`config.mk`:
```
export PLATFORM = sky130hd
export DESIGN_NAME = rpxy_fifo_flat
export DESIGN_NICKNAME = d
export VERILOG_FILES = /design/src/hw/rtl/rpxy_pkg.sv /design/src/hw/rtl/rpxy_chan_if.sv /design/src/hw/rtl/rpxy_fifo.sv /design/src/flat_wrapper.sv
export SDC_FILE = /design/constraint.sdc
export NUM_CORES = 1
export LEC_CHECK = 0
export BUFFER_PORTS_ARGS = -buffer_cell sky130_fd_sc_hd__buf_2
export CAP_MARGIN = 20
export CORE_AREA = 2 2 39 41
export CTS_BUF_LIST = sky130_fd_sc_hd__clkbuf_8
export CTS_CLUSTER_SIZE = 10
export DETAILED_ROUTE_END_ITERATION = 16
export DIE_AREA = 0 0 41 43
export SLEW_MARGIN = 25
export SYNTH_ARGS = -nofsm -noshare
export SYNTH_HDL_FRONTEND = slang
export SYNTH_SLANG_ARGS = --single-unit
```
`constraint.sdc`:
```
create_clock -name clk_i -period 3.55 [get_ports clk_i]
set_input_delay 0 -clock clk_i [delete_from_list [all_inputs] [get_ports clk_i]]
set_output_delay 0 -clock clk_i [all_outputs]
set_load 0.02 [all_outputs]
```
`src/hw/rtl/rpxy_pkg.sv`:
```
package rpxy_pkg;

  localparam int AngleBits        = 16;
  localparam int CordicIters      = 24;
  localparam int CordicW          = 34;
  localparam int TrigW            = 18;
  localparam int TrigFrac         = 16;
  localparam int CoordW           = 32;
  localparam int ProdW            = CoordW + TrigW;
  localparam int AccW             = ProdW + 2;
  localparam int FifoDepthDefault = 4;

  localparam logic signed [CordicW-1:0] CordicGain = 34'sd652032874;
  localparam logic signed [TrigW-1:0]   TrigOne    = 18'sd65536;

  // atan(2^-i), 2^32 is a full turn
  localparam logic signed [CordicW-1:0] AtanTab [CordicIters] = '{
    34'sd536870912, 34'sd316933406, 34'sd167458907, 34'sd85004756,
    34'sd42667331,  34'sd21354465,  34'sd10680350,  34'sd5340245,
    34'sd2670163,   34'sd1335087,   34'sd667544,    34'sd333772,
    34'sd166886,    34'sd83443,     34'sd41722,     34'sd20861,
    34'sd10430,     34'sd5215,      34'sd2608,      34'sd1304,
    34'sd652,       34'sd326,       34'sd163,       34'sd81
  };

  typedef logic signed [CoordW-1:0] coord_t;
  typedef logic signed [TrigW-1:0]  trig_t;

  typedef struct packed {
    coord_t      point_x;
    coord_t      point_y;
    coord_t      point_z;
    logic [15:0] angle_alpha;
    logic [15:0] angle_beta;
  } in_item_t;

  typedef struct packed {
    coord_t rotated_x;
    coord_t rotated_y;
    coord_t rotated_z;
  } out_item_t;

  typedef struct packed {
    coord_t point_x;
    coord_t point_y;
    coord_t point_z;
    trig_t  ca;
    trig_t  sa;
    trig_t  cb;
    trig_t  sb;
  } trig_item_t;

endpackage

```
`src/hw/rtl/rpxy_chan_if.sv`:
```
interface rpxy_chan_if #(
  parameter type T = logic
) ();
  logic valid;
  logic ready;
  T     data;

  modport source (output valid, output data, input ready);
  modport sink   (input valid, input data, output ready);
endinterface

```
`src/hw/rtl/rpxy_fifo.sv`:
```
module rpxy_fifo import rpxy_pkg::*; #(
  parameter int Depth = FifoDepthDefault
) (
  input  logic         clk_i,
  input  logic         rst_ni,
  rpxy_chan_if.sink    in_i,
  rpxy_chan_if.source  out_o
);

  localparam int PtrW = (Depth > 1) ? $clog2(Depth) : 1;
  localparam int CntW = $clog2(Depth + 1);

  trig_item_t      mem_q [Depth];
  logic [PtrW-1:0] wr_ptr_q;
  logic [PtrW-1:0] rd_ptr_q;
  logic [CntW-1:0] count_q;
  logic            push;
  logic            pop;

  assign in_i.ready  = (count_q != CntW'(Depth));
  assign out_o.valid = (count_q != '0);
  assign out_o.data  = mem_q[rd_ptr_q];
  assign push        = in_i.valid && in_i.ready;
  assign pop         = out_o.valid && out_o.ready;

  always_ff @(posedge clk_i or negedge rst_ni) begin
    if (!rst_ni) begin
      wr_ptr_q <= '0;
      rd_ptr_q <= '0;
      count_q  <= '0;
    end else begin
      if (push) begin
        wr_ptr_q <= (wr_ptr_q == PtrW'(Depth - 1)) ? '0 : wr_ptr_q + 1'b1;
      end
      if (pop) begin
        rd_ptr_q <= (rd_ptr_q == PtrW'(Depth - 1)) ? '0 : rd_ptr_q + 1'b1;
      end
      if (push && !pop) begin
        count_q <= count_q + 1'b1;
      end else if (pop && !push) begin
        count_q <= count_q - 1'b1;
      end
    end
  end

  always_ff @(posedge clk_i) begin
    if (push) begin
      mem_q[wr_ptr_q] <= in_i.data;
    end
  end

  a_count_bound: assert property (@(posedge clk_i) disable iff (!rst_ni)
    count_q <= CntW'(Depth))
    else $error("queue count overflow");

  a_full_push_blocked: assert property (@(posedge clk_i) disable iff (!rst_ni)
    (count_q == CntW'(Depth)) && !pop |=> (count_q == CntW'(Depth)))
    else $error("queue lost an entry while full");

endmodule

```
`src/flat_wrapper.sv`:
```
// flat-port wrapper written by rule: the top's interface ports become plain ports
module rpxy_fifo_flat import rpxy_pkg::*;
#(
  parameter int Depth = FifoDepthDefault
)
  (clk_i, rst_ni, in_i_valid, in_i_data, in_i_ready, out_o_valid, out_o_data, out_o_ready);
  rpxy_chan_if in_i_i ();
  rpxy_chan_if out_o_i ();
  input  logic clk_i;
  input  logic rst_ni;
  input wire logic [$bits(in_i_i.valid)-1:0] in_i_valid;
  input wire logic [$bits(in_i_i.data)-1:0] in_i_data;
  output wire logic [$bits(in_i_i.ready)-1:0] in_i_ready;
  output wire logic [$bits(out_o_i.valid)-1:0] out_o_valid;
  output wire logic [$bits(out_o_i.data)-1:0] out_o_data;
  input wire logic [$bits(out_o_i.ready)-1:0] out_o_ready;
  assign in_i_i.valid = in_i_valid;
  assign in_i_i.data = in_i_data;
  assign in_i_ready = in_i_i.ready;
  assign out_o_valid = out_o_i.valid;
  assign out_o_data = out_o_i.data;
  assign out_o_i.ready = out_o_ready;
  rpxy_fifo #(.Depth(Depth)) u_core (.clk_i(clk_i), .rst_ni(rst_ni), .in_i(in_i_i), .out_o(out_o_i));
endmodule
```
# ---- Word level (Yosys, flattened, before mapping)
# Memory sizes are Yosys's and may differ from the RTL's.
# Index checks and enable logic that the tools add are counted.
dict set report op_classes {
  reduce_logical 8
  n_addsub 4
  n_mux 6
  n_eq_ne 3
}
# op n
set op_table {}
lappend op_table {{2-to-1 mux 3 bit} 2}
lappend op_table {{adder 2 x 1 -> 2 bit (second input constant)} 2}
lappend op_table {{equality test 2 bit (second input constant)} 2}
lappend op_table {{logical AND 1 bit} 4}
lappend op_table {{2-to-1 mux 2 bit} 2}
lappend op_table {{adder 3 x 1 -> 3 bit (second input constant)} 1}
lappend op_table {{inequality test 3 bit (second input constant)} 1}
lappend op_table {{nonzero test 3 bit} 1}
lappend op_table {{subtractor 3 x 1 -> 3 bit (second input constant)} 1}
lappend op_table {{zero test 1 bit} 2}
lappend op_table {{2-to-1 mux 1 bit} 2}
lappend op_table {{nonzero test 2 bit} 1}
dict set report word_totals {
  ff_bits 7
  inputBits 5
  ramBits 4
  elab_cells 25
  output_inout_bits 3
  n_memories 1
}
# memory depth width read_ports rd_clocked_by_memory_dff wr line_no
set mem_list {}
lappend mem_list {u_core.mem_q 4 1 1 0 1 rpxy_fifo.sv:13} ;# trig_item_t mem_q [Depth];

# ---- Logic depth before layout (Yosys ltp)
# Gate-level depths: netlist of the first run.
dict set report depth {
  depth_word 6
  ltp_mapped 8
}

# ---- Least setup slack after synthesis of the first run
# No wires, ideal clock.
dict set report synth_timing {
  path_kind {reg2reg}
  from {register u_core.count_q[2]}
  to {register u_core.count_q[2]}
  path_stages_with_launch 9
  path_buffers 0
  slack_ns 1.556
  synth_period_minus_slack_ns 1.994
  arrival_ns 1.915
  path_cell_list {dfrtp_1 > or3_4 > nand2_4 > ha_1 > inv_1 > fa_1 > xor2_1 > nor2_1 > xor2_1}
}
dict set report synth_via {
  elab_chain_cells 5
  word_cells_on_any_way 13
}
# element line_no
set synth_lines {}
lappend synth_lines {{start: declaration} rpxy_fifo.sv:16} ;# logic [CntW-1:0] count_q;
lappend synth_lines {{start signal: assignment} rpxy_fifo.sv:39} ;# count_q <= count_q + 1'b1;
lappend synth_lines {{start signal: assignment} rpxy_fifo.sv:41} ;# count_q <= count_q - 1'b1;
lappend synth_lines {{nonzero test 3 bit (*)} rpxy_fifo.sv:21} ;# assign out_o.valid = (count_q != '0);
lappend synth_lines {{via out_o_valid} flat_wrapper.sv:14} ;# output wire logic [$bits(out_o_i.valid)-1:0] out_o_valid;
lappend synth_lines {{logical AND 1 bit (*)} rpxy_fifo.sv:24} ;# assign pop = out_o.valid && out_o.ready;
lappend synth_lines {{zero test 1 bit} rpxy_fifo.sv:38} ;# if (push && !pop) begin
lappend synth_lines {{logical AND 1 bit} rpxy_fifo.sv:38}
lappend synth_lines {{2-to-1 mux 3 bit or nonzero test 2 bit (tied branches)} -}
# The timed path passes the listed nets; every way through them passes the cells marked *. The select of a mux whose other input is x is not followed.
# A chain may end at the register's enable or synchronous reset.

# ---- Worst setup path after layout of the first run
dict set report layout_timing {
  from {register u_core.count_q[2]}
  to {register u_core.count_q[2]}
}
dict set report layout_via {
  elab_chain_cells 5
  word_cells_on_any_way 13
}
# element
set layout_lines {}
lappend layout_lines {{parallel branches: the longest is 5 deep, another holds subtractor 3 x 1 -> 3 bit}}
# Several ways; the timed one is not identified. The select of a mux whose other input is x is not followed.

==> reports/metrics.yaml, run 1 <==
status:
  outcome: "completed"
timing:
  hold_viol: 0
  rsz0062_at_grt: "false"
  setup_viol: 0
  fin_ws_ns: 1.471
  worst_pin_slew_ns: 0.2868
  period_needed_ns: 2.079
  finalCritPeriodShare_pct: 58.56
  setup_tns_ns: 0
  slew_viol_final: 0
  max_clock_freq_mhz: 481.0
  skew_ns: 0.003569
  max_slew_margin_pct: 80.77
worst_hold_path:
  whs_endpoint: "u_core.rd_ptr_q[1]$_DFFE_PN0P_"
  min_path_cells: 3
  hp-class: "input pin to flip-flop"
  hold_start: "out_o_ready"
logic_synthesis:
  yosys-top-cells-count: "7 x dfrtp_1, 6 x ha_1, 4 x and2_1, 4 x edfxtp_1, 4 x nor2_1"
  async_flop_share_pct: 63.64
  syn_area_um2: 591.8
  syn_inst: 42
  ys_ff_latch: 11
  synth_compound_area_share_pct: 1.903
  syn-num-nets: 54
  muxShareOfSynthArea_pct: 14.59
  avgSynthCellArea_um2: 14.09
  synth_fa_ha_area_share_pct: 16.07
  synth_xor_area_share_pct: 4.440
  synth_flop_cell: "dfrtp_1"
  synth_edf_count: 4
  synth_top_area_cell: "dfrtp_1"
  yosysTopAreaCellShare_pct: 29.60
  synthTopCellsByArea: "dfrtp_1 30%, edfxtp_1 20%, ha_1 13%"
  synthSimpleGateAreaFrac_pct: 11.21
  ys.warnings.count: 0
  yosysMostFrequentCell: "dfrtp_1"
  yosysSeqAreaShare_pct: 49.89
  yosys.cell_types.count: 16
  synth_top_family_by_area: "adder cells"
critical_path:
  critical_path_class: "flip-flop to flip-flop"
  cp_num_buf_inv: 1
  cp_top_family: "simple AND/OR/NAND/NOR gates"
  slowest_delay_ns: 0.42
  rr_worst_depth: 8
  cp.required_ns: 3.70
  rr_startpoint: "u_core.count_q[2]$_DFFE_PN0P_"
  cp.arrival_ns: 2.23
  crit_path_start_kind: "flip-flop"
  end_kind: "flip-flop"
  r2r_end: "u_core.count_q[2]$_DFFE_PN0P_"
  critPathMaxFanout: 4
  cpMostUsedCell: "xor2_1"
  rrSetupSlack_ns: 1.47
  crit_chain: "or3_4 > nand2_4 > ha_1 > inv_1 > fa_1 > xor2_1 > nor2_1 > xor2_1"
  critPathLaunch: "u_core.count_q[2]$_DFFE_PN0P_"
  slowest_stage: "dfrtp_1"
power:
  pwr_density_cell_nw_per_um2: 863.9
  swShare_pct: 34.47
  leakagePower_uw: 0.0003249
  vdd_ir_drop_max_v: 0.0003433
  finalPower_uw: 615.1
  internal_power_uw: 403.1
  p_comb_share_pct: 41.7
  power_switching_uw: 212.0
  pwr-share-seq_pct: 39.0
  p_clk_share_pct: 19.3
clock_network:
  htreeDepth: 1
  cts_hold_buf: 2
  clock_path_buffers: 2
  cts.clk_slew.worst_paths_ns: 0.05
  root_buffer: "clkbuf_8"
  cts_tree: "done"
  cts_resized: 0
  cts_setup_buffers: 0
  cts_made_buffers: 3
  clock-sinks: 11
  clkLatencyLatePin_ns: 0.23
floorplan:
  start_util_pct: 42.77
  die_w_um: 41
  row_count: 14
  coreArea_um2: 1384
  num_io_pins: 8
  dieArea_um2: 1763
  die_h_um: 43
final_layout:
  layout.nets: 68
  stdcell_count: 71
  areaGrowthSynthToFinish_pct: 20.30
  antenna_cells: 0
  postLayoutCoreUtil_pct: 51.45
  n_fill_cell: 122
  final_layout_size_suffix_gt1_share_pct: 34.55
placed_design:
  placed_cells: 65
  place_ws_ns: 1.450
  gp_congestion: 0.7171
  port_buffers: 7
  post-dp-hpwl_um: 690.7
grt:
  grt_overflow: 0
  antenna_found_initial: 0
  met1_usage_pct: 11.64
  grt.busiest_layer: "met2"
  grt_usage_pct: 12.28
  grt_util_met2_pct: 21.25
  grt_max_degree: 8
  grt_pass1_wl_um: 1352
  grt_pass1_vias: 348
  grtUsageMet3_pct: 3.141
drt:
  totalWireLength_um: 841
  drt_first_pass_iters: 3
  wl_per_cell_um: 11.85
  drt_iter0_drc: 1
  drtAntennaViolNets: 0
  viasPerCell: 4.634
  route.vias.total: 329
  drc: 0
run:
  drv_cap: 0
==> worst register-to-register path: cells and delay by family, from the launching register on <==
kind | cells | cell delay, ns
simple gates | 3 | 0.64
fa+ha+maj | 2 | 0.57
flops | 1 | 0.42
xor+xnor | 2 | 0.31
buf+inv | 1 | 0.06
==> power by group through the flow <==
stage / clock network (µW) / registers (µW) / logic [µW]
2_1_floorplan: 0 / 231 / 207
3_3_place_gp: 0 / 237 / 238
3_5_place_dp: 0 / 243 / 261
4_1_cts: 124 / 241 / 264
5_1_grt: 129 / 248 / 291
6_report: 119 / 240 / 256
==> cells in the final DEF (no fill, tap or decap), types with 3 or more instances in the layout <==
cell type	synthesis	routed
mux2_2	3	3
nor2_1	4	4
and2_1	4	4
inv_1	3	4
clkbuf_8	0	3
edfxtp_1	4	4
buf_2	0	7
dfrtp_1	7	7
ha_1	6	6
==> routing by layer <==
layer,part of all wire [%],up-vias
met1,40,158
met5,0,-
met4,0,0
met3,3.0,0
li1,-,168
met2,57,3
==> kinds of logic (layout without fill, tap and decap cells) <==
logic type,count (synthesis),count (layout)
flops,11,11
simple gates,11,11
fa+ha+maj,7,7
mux,6,6
xor+xnor,3,3
buf+inv,3,16
compound gates,1,1
==> per-stage QoR <==
stage	area, µm²	hold WS, ns
after floorplan	591.8	-0.2956
after global placement	646.9	-0.1609
after detailed placement	646.9	-0.1533
after CTS	711.9	0.1307
after global routing	711.9	0.1463
final	711.9	0.1347
==> worst max-delay path by stage <==
stage          depth (start not counted)  slack (ns)                       endpoint
2_1_floorplan                          8        1.56  u_core.count_q[2]$_DFFE_PN0P_
3_3_place_gp                           8        1.57  u_core.count_q[2]$_DFFE_PN0P_
3_5_place_dp                           8        1.45  u_core.count_q[2]$_DFFE_PN0P_
4_1_cts                                8        1.43  u_core.count_q[2]$_DFFE_PN0P_
5_1_grt                                8        1.39  u_core.count_q[2]$_DFFE_PN0P_
6_report                               8        1.47  u_core.count_q[2]$_DFFE_PN0P_
==> registers in the layout (all words and copies together), names as in the netlist <==
name and cells:
u_core.rd_ptr_q 2, u_core.count_q 3, u_core.wr_ptr_q 2, u_core.mem_q 4
==> final cells by class <==
cell class | instances | area, µm² | area share, %
clock buffer | 3 | 41.29 | 5.800
inverter | 3 | 11.26 | 1.582
clock inverter | 1 | 3.754 | 0.5272
sequential | 11 | 295.3 | 41.48
multi-input combinational | 28 | 285.3 | 40.07
tap | 16 | 20.02 | 2.812
timing repair buffer | 9 | 55.05 | 7.733
(Power assumes the default switching activity.)
==> inputs of run 2 (changes only) <==
ABC_AREA = 1   (was unset)
CORE_AREA = 2 2 40 42   (was 2 2 39 41)
DIE_AREA = 0 0 42 44   (was 0 0 41 43)
PLACE_DENSITY = 0.68   (was unset)
clock period = 1.85 ns   (was 3.55 ns; I/O delays follow)
==> run 2 against run 1 <==
Against the previous run: via count rose by 40%; sequential power is 86% higher; area after synthesis rose by 9.9%; global-route usage fell by 0.13 points; routed wire length grew 15%; worst setup slack got worse by 1.3 ns; clock skew about the same; largest cell class is now multi-input combinational cells.
==> reports/metrics.yaml, run 2 <==
status:
  outcome: "completed"  # unchanged
logic_synthesis:
  syn-num-nets: 82  # was 54
  avgSynthCellArea_um2: 9.295  # was 14.09 µm²
  yosysMostFrequentCell: "nand2_1"  # was dfrtp_1
  yosys.cell_types.count: 17  # was 16
  yosys-top-cells-count: "16 x nand2_1, 12 x inv_1, 7 x dfrtp_1"  # was 7 x dfrtp_1, 6 x ha_1, 4 x and2_1, 4 x edfxtp_1, 4 x nor2_1
  syn_inst: 70  # was 42
  ys.warnings.count: 0  # unchanged
  ys_ff_latch: 11  # unchanged
  yosysTopAreaCellShare_pct: 26.92  # was 29.60%
  synth_edf_count: 4  # unchanged
  synth_flop_cell: "dfrtp_1"  # unchanged
  yosysSeqAreaShare_pct: 45.38  # was 49.89%
  async_flop_share_pct: 63.64  # unchanged
  synthTopCellsByArea: "dfrtp_1 27%, edfxtp_1 18%, ha_1 12%"  # was dfrtp_1 30%, edfxtp_1 20%, ha_1 13%
  synth_top_area_cell: "dfrtp_1"  # unchanged
  syn_area_um2: 650.6  # was 591.8 µm²
power:
  pwr-share-seq_pct: 34.3  # was 39.0%
  p_clk_share_pct: 17.5  # was 19.3%
  pwr_density_cell_nw_per_um2: 1647  # was 863.9 nW/µm²
  leakagePower_uw: 0.0004011  # was 0.0003249 µW
  power_switching_uw: 539.4  # was 212.0 µW
  p_comb_share_pct: 48.2  # was 41.7%
  swShare_pct: 41.49  # was 34.47%
  vdd_ir_drop_max_v: 0.0006581  # was 0.0003433 V
  internal_power_uw: 760.6  # was 403.1 µW
  finalPower_uw: 1300  # was 615.1 µW
grt:
  grt_usage_pct: 12.16  # was 12.28%
  grt_pass1_wl_um: 1669  # was 1352 µm
  antenna_found_initial: 0  # unchanged
  grt_pass1_vias: 441  # was 348
  grt_overflow: 0  # unchanged
  grt_max_degree: 8  # unchanged
drt:
  wl_per_cell_um: 9.614  # was 11.85 µm
  wl_met3_um: 39  # was 25 µm
  drtAntennaViolNets: 0  # unchanged
  drt_first_pass_iters: 4  # was 3
  route.vias.total: 460  # was 329
  viasPerCell: 4.554  # was 4.634
  dr_wl_met2_um: 462  # was 479 µm
  totalWireLength_um: 971  # was 841 µm
  drc: 0  # unchanged
  met1Wirelength_um: 460  # was 336 µm
  highest_layer: "met4"  # was met3
  drt_iter0_drc: 6  # was 1
critical_path:
  r2r_end: "u_core.count_q[1]$_DFFE_PN0P_"  # was u_core.count_q[2]$_DFFE_PN0P_
  rr_startpoint: "u_core.count_q[1]$_DFFE_PN0P_"  # was u_core.count_q[2]$_DFFE_PN0P_
  end_kind: "flip-flop"  # unchanged
  crit_path_start_kind: "flip-flop"  # unchanged
  rrSetupSlack_ns: 0.15  # was 1.47 ns
  cp.required_ns: 1.96  # was 3.70 ns
  cp.arrival_ns: 1.82  # was 2.23 ns
  critPathLaunch: "u_core.count_q[1]$_DFFE_PN0P_"  # was u_core.count_q[2]$_DFFE_PN0P_
  rr_worst_depth: 9  # was 8
  crit_end: "u_core.count_q[1]$_DFFE_PN0P_"  # was u_core.count_q[2]$_DFFE_PN0P_
  critPathMaxFanout: 7  # was 4
  critical_path_class: "flip-flop to flip-flop"  # unchanged
clock_network:
  clock-sinks: 11  # unchanged
  clkLatencyLatePin_ns: 0.23  # about the same
  root_buffer: "clkbuf_8"  # unchanged
  clock_path_buffers: 2  # unchanged
  cts_made_buffers: 3  # unchanged
  cts.clk_slew.worst_paths_ns: 0.05  # about the same
  cts_tree: "done"  # unchanged
  htreeDepth: 1  # unchanged
floorplan:
  dieArea_um2: 1848  # was 1763 µm²
  num_io_pins: 8  # unchanged
  die_h_um: 44  # was 43 µm
  coreArea_um2: 1419  # was 1384 µm²
  start_util_pct: 45.86  # was 42.77%
  row_count: 14  # unchanged
  die_w_um: 42  # was 41 µm
placed_design:
  post-dp-hpwl_um: 721.1  # was 690.7 µm
  port_buffers: 7  # unchanged
  gp_congestion: 0.7914  # was 0.7171
final_layout:
  areaGrowthSynthToFinish_pct: 21.35  # was 20.30%
  layout.nets: 98  # was 68
  top_regs: "u_core.mem_q x4, u_core.count_q x3"  # unchanged
  top_register: "u_core.mem_q"  # unchanged
  final_common_cell: "nand2_1"
  final_layout_size_suffix_gt1_share_pct: 25.88  # was 34.55%
  layout_common_cells: "16 x nand2_1, 13 x inv_1, 7 x buf_2"  # was 7 x buf_2, 7 x dfrtp_1, 6 x ha_1
  largest_reg_flops: 4  # unchanged
  antenna_cells: 0  # unchanged
timing:
  slew_viol_final: 0  # unchanged
  period_needed_ns: 1.703  # was 2.079 ns
  holdWs_ns: 0.06643  # was 0.1347 ns
  setup_tns_ns: 0  # unchanged
  max_clock_freq_mhz: 587.3  # was 481.0 MHz
  setup_viol: 0  # unchanged
  skew_ns: 0.003408  # was 0.003569 ns
  worst_pin_slew_ns: 0.1969  # was 0.2868 ns
  hold_viol: 0  # unchanged
  finalCritPeriodShare_pct: 92.03  # was 58.56%
  max_slew_margin_pct: 86.87  # was 80.77%
run:
  drv_cap: 0  # unchanged
worst_hold_path:
  hp-class: "input pin to flip-flop"  # unchanged
==> run 2: changes by cell type in the layout (fill, tap and decap cells not counted), moves of 3 or more <==
cell     previous run  this run
nand2_1             1        16
inv_1               4        13
nand3_1             0         5
and2_1              4         0
inv_2               0         3
mux2_2              3         0
==> run 2: worst min path at each step <==
stage          slack, ns   startpoint                             end  depth (start not counted)
4_1_cts             0.07   in_i_valid  u_core.wr_ptr_q[0]$_DFFE_PN0P_                          3
3_5_place_dp       -0.16       rst_ni   u_core.count_q[2]$_DFFE_PN0P_                          1
3_3_place_gp       -0.16       rst_ni   u_core.count_q[2]$_DFFE_PN0P_                          1
6_report            0.07   in_i_valid  u_core.wr_ptr_q[0]$_DFFE_PN0P_                          3
2_1_floorplan      -0.30       rst_ni   u_core.count_q[0]$_DFFE_PN0P_                          0
5_1_grt             0.08  out_o_ready  u_core.rd_ptr_q[0]$_DFFE_PN0P_                          3
==> run 2: area by class of cell <==
cell class	instances	area [µm²]
Clock inverter	1	3.754
Tap cell	16	20.02
Inverter	15	56.30
Sequential cell	11	296.5
Timing Repair Buffer	11	70.07
Multi-Input combinational cell	44	301.5
Clock buffer	3	41.29
Fill cell	129	629.4
==> run 2: routing by layer <==
layer,up-vias,track usage (%)
li1,247,-
met1,201,14.59
met2,10,20.94
met3,2,1.250
met4,0,7.742
met5,-,0
==> run 2: through the flow <==
stage	area (µm²)	std cells	utilization [%]	setup slack [ns]
2_1_floorplan	650.6	70	-	0.1602
3_3_place_gp	705.7	93	49.74	0.1579
3_5_place_dp	705.7	93	49.74	0.1080
4_1_cts	770.7	99	54.32	0.09778
5_1_grt	789.5	101	55.64	-0.0004430
6_report	789.5	101	55.64	0.1474
==> run 2: logic make-up (layout without fill, tap and decap cells) <==
logic type / count (synthesis) / count (layout) / share of synthesized area (%)
simple gates: 33 / 33 / 27.31
buf+inv: 15 / 30 / 8.653
flops: 11 / 11 / 45.39
fa+ha+maj: 7 / 7 / 14.62
compound gates: 3 / 3 / 2.691
xor+xnor: 1 / 1 / 1.346
==> run 2: power groups by stage <==
| stage | Clock, µW | Sequential [µW] | Combinational [µW] |
|---|---|---|---|
| floorplan | 0 | 439 | 462 |
| global placement | 0 | 455 | 562 |
| detailed placement | 0 | 461 | 575 |
| CTS | 229 | 456 | 585 |
| global route | 247 | 459 | 716 |
| finish | 227 | 446 | 627 |
==> run 2: critical path: stages, from the launching register on <==
cell and delay, ns:
dfrtp_1 0.39, inv_2 0.12, nand3_4 0.10, nand2_4 0.10, inv_1 0.05, ha_2 0.17, inv_1 0.09, fa_1 0.42
nand2_1 0.07, o21ai_0 0.07
==> run 2: what timing repair did <==
item                                    4_1_cts  5_1_grt
setup buffers                                 0        2
endpoints found under the setup margin        0        1
resized for setup                             0        2
hold endpoints to repair                     11        0
hold buffers                                  2        0
==> inputs of run 3 (changes only) <==
--- a/config.mk
+++ b/config.mk
@@ -6,13 +6,12 @@
 export NUM_CORES = 1
 export LEC_CHECK = 0
-export ABC_AREA = 1
 export BUFFER_PORTS_ARGS = -buffer_cell sky130_fd_sc_hd__buf_2
 export CAP_MARGIN = 20
-export CORE_AREA = 2 2 40 42
+export CORE_AREA = 2 2 39 41
 export CTS_BUF_LIST = sky130_fd_sc_hd__clkbuf_8
 export CTS_CLUSTER_SIZE = 10
 export DETAILED_ROUTE_END_ITERATION = 16
-export DIE_AREA = 0 0 42 44
-export PLACE_DENSITY = 0.68
+export DIE_AREA = 0 0 41 43
+export PLACE_DENSITY = 0.67
 export SLEW_MARGIN = 25
 export SYNTH_ARGS = -nofsm -noshare
==> constraint.sdc (replaced) <==
create_clock -name clk_i -period 1.85 [get_ports clk_i]
set_input_delay 0.37 -clock clk_i [delete_from_list [all_inputs] [get_ports clk_i]]
set_output_delay 0.37 -clock clk_i [all_outputs]
set_load 0.02 [all_outputs]
==> run 3 against run 2 <==
Against the previous run: global-route usage rose by 0.73 points; via count fell by 20%; critical path depth fell by 1; critical path type unchanged; critical endpoint is now u_core.count_q[2]$_DFFE_PN0P_; routed wire length fell by 14%; largest cell class unchanged.
==> reports/metrics.yaml, run 3 (synthesis gave the netlist of run 1 again) <==
clock_network:
  htreeDepth: 1  # unchanged
  cts_made_buffers: 3  # unchanged
  clkLatencyLatePin_ns: 0.23  # about the same
  cts_tree: "done"  # unchanged
  clock_path_buffers: 2  # unchanged
  clock-sinks: 11  # unchanged
  root_buffer: "clkbuf_8"  # unchanged
  cts.clk_slew.worst_paths_ns: 0.05  # about the same
final_layout:
  largest_reg_flops: 4  # unchanged
  top_register: "u_core.mem_q"  # unchanged
  final_layout_size_suffix_gt1_share_pct: 51.61  # was 25.88%
  top_regs: "u_core.mem_q x4, u_core.count_q x3"  # unchanged
  n_fill_cell: 114  # was 129
  stdcell_count: 78  # was 101
  layout.nets: 75  # was 98
  final_common_cell: "buf_4"  # was nand2_1
  layout_common_cells: "8 x buf_4, 7 x buf_2, 7 x dfrtp_1"  # was 16 x nand2_1, 13 x inv_1, 7 x buf_2
  antenna_cells: 0  # unchanged
  areaGrowthSynthToFinish_pct: 32.56  # was 21.35%
floorplan:
  die_w_um: 41  # was 42 µm
  dieArea_um2: 1763  # was 1848 µm²
  start_util_pct: 42.77  # was 45.86%
  row_count: 14  # unchanged
  die_h_um: 43  # was 44 µm
  num_io_pins: 8  # unchanged
  coreArea_um2: 1384  # was 1419 µm²
power:
  vdd_ir_drop_max_v: 0.0006549  # was 0.0006581 V
  finalPower_uw: 1334  # was 1300 µW
  pwr_density_cell_nw_per_um2: 1700  # was 1647 nW/µm²
  leakagePower_uw: 0.0003621  # was 0.0004011 µW
critical_path:
  cp.required_ns: 2.00  # was 1.96 ns
  crit_chain: "or3_4 > nand2_4 > ha_4 > inv_2 > fa_2 > xor2_1 > nor2_1 > xor2_1"  # was inv_2 > nand3_4 > nand2_4 > inv_1 > ha_2 > inv_1 > fa_1 > nand2_1 > o21ai_0
  critical_path_class: "flip-flop to flip-flop"  # unchanged
  cpMostUsedCell: "xor2_1"  # was inv_1
  slowest_delay_ns: 0.40  # was 0.42 ns
  cp.arrival_ns: 1.99  # was 1.82 ns
  critPathMaxFanout: 2  # was 7
  crit_path_start_kind: "flip-flop"  # unchanged
  end_kind: "flip-flop"  # unchanged
  slowest_stage: "or3_4"  # was fa_1
timing:
  finalCritPeriodShare_pct: 99.44  # was 92.03%
  slew_viol_final: 0  # unchanged
  hold_viol: 0  # unchanged
  setup_tns_ns: 0  # unchanged
  rsz0062_at_grt: "true"
  max_slew_margin_pct: 88.29  # was 86.87%
  period_needed_ns: 1.840  # was 1.703 ns
  setup_viol: 0  # unchanged
  worst_pin_slew_ns: 0.1746  # was 0.1969 ns
  skew_ns: 0.0008288  # was 0.003408 ns
  max_clock_freq_mhz: 543.6  # was 587.3 MHz
grt:
  grt_usage_pct: 12.88  # was 12.16%
  grt_overflow: 0  # unchanged
  grt_max_degree: 8  # unchanged
  grt_pass1_vias: 369  # was 441
  antenna_found_initial: 0  # unchanged
  grt_pass1_wl_um: 1462  # was 1669 µm
placed_design:
  gp_congestion: 0.7303  # was 0.7914
  placed_cells: 72  # was 93
  post-dp-hpwl_um: 695.1  # was 721.1 µm
  port_buffers: 7  # unchanged
worst_hold_path:
  hp-class: "input pin to flip-flop"  # unchanged
drt:
  viasPerCell: 4.731  # was 4.554
  wl_per_cell_um: 10.68  # was 9.614 µm
  drt_first_pass_iters: 2  # was 4
  totalWireLength_um: 833  # was 971 µm
  drtAntennaViolNets: 0  # unchanged
  drc: 0  # unchanged
  drt_iter0_drc: 2  # was 6
  route.vias.total: 369  # was 460
status:
  outcome: "completed"  # unchanged
run:
  drv_cap: 0  # unchanged
==> run 3: changes by cell type in the layout (fill, tap and decap cells not counted), moves of 2 or more <==
cell     previous run  this run
and2_1              0         4
mux2_4              0         3
nand3_1             5         0
mux2_2              0         2
buf_4               2         8
inv_2               3         1
nand2_1            16         1
nor2_1              6         3
nand3_4             2         0
inv_1              13         2
xor2_1              0         2
==> run 3: report_power, final <==
group | switching, µW | leakage (µW) | total [µW] | internal, µW
Clock | 86.1 | 0.0000255 | 234 | 148
Sequential | 74.2 | 0.000119 | 433 | 359
Combinational | 285 | 0.000218 | 667 | 382
==> run 3: repair_timing <==
action                                  4_1_cts  5_1_grt
hold buffers                                  1        0
pin swaps                                     3        0
cloned                                        0        0
buffers inserted                              0        1
gates resized for setup                       0        1
endpoints found under the setup margin        1        2
endpoints found under the hold margin         7        0
==> run 3: layout make-up <==
type	instances	area (µm²)	area share, %
multi-input combinational	28	306.5	39.07
inverter	3	11.26	1.435
clock inverter	1	5.005	0.6380
sequential	11	295.3	37.64
tap	16	20.02	2.552
clock buffer	3	41.29	5.263
timing repair buffer	16	105.1	13.40
==> run 3: path summary, 6_finish.rpt <==
kind,start,endpoint,slack [ns],cells past startpoint
worst max-delay path,u_core.count_q[0]$_DFFE_PN0P_,u_core.count_q[2]$_DFFE_PN0P_,0.01,8
worst min-delay path,in_i_data,u_core.mem_q[2]$_DFFE_PP_,0.35,1
worst max register to register,u_core.count_q[0]$_DFFE_PN0P_,u_core.count_q[2]$_DFFE_PN0P_,0.01,8
worst min register to register,u_core.rd_ptr_q[1]$_DFFE_PN0P_,u_core.rd_ptr_q[1]$_DFFE_PN0P_,0.56,1
max in group asynchronous,rst_ni,u_core.count_q[0]$_DFFE_PN0P_,1.20,2
min in group asynchronous,rst_ni,u_core.count_q[2]$_DFFE_PN0P_,0.50,2
==> run 3: through the flow <==
| stage | setup slack [ns] | hold WS (ns) | instance area [µm²] | util (%) |
|---|---|---|---|---|
| detailed placement | -0.01486 | 0.2123 | 718.2 | 51.90 |
| finish | 0.01034 | 0.3467 | 784.5 | 56.69 |
| floorplan | -0.06299 | 0.07441 | 610.6 | - |
| global route | -0.04372 | 0.3568 | 784.5 | 56.69 |
| CTS | -0.005125 | 0.3441 | 774.5 | 55.97 |
| global placement | 0.02771 | 0.2153 | 718.2 | 51.90 |
==> run 3: metal layers <==
layer	part of all wire, %	GRT usage (%)	up-vias
met4	0.48	8.000	0
met1	40	13.99	180
met3	4.1	4.712	2
li1	-	-	181
met2	56	20.00	6
met5	0	0	-
==> run 3: worst max-delay path: cells and delay by family (launching register included) <==
| family | cells | cell delay (ns) |
|---|---|---|
| xor+xnor | 2 | 0.30 |
| fa+ha+maj | 2 | 0.45 |
| buf+inv | 1 | 0.03 |
| flops | 1 | 0.38 |
| simple gates | 3 | 0.59 |
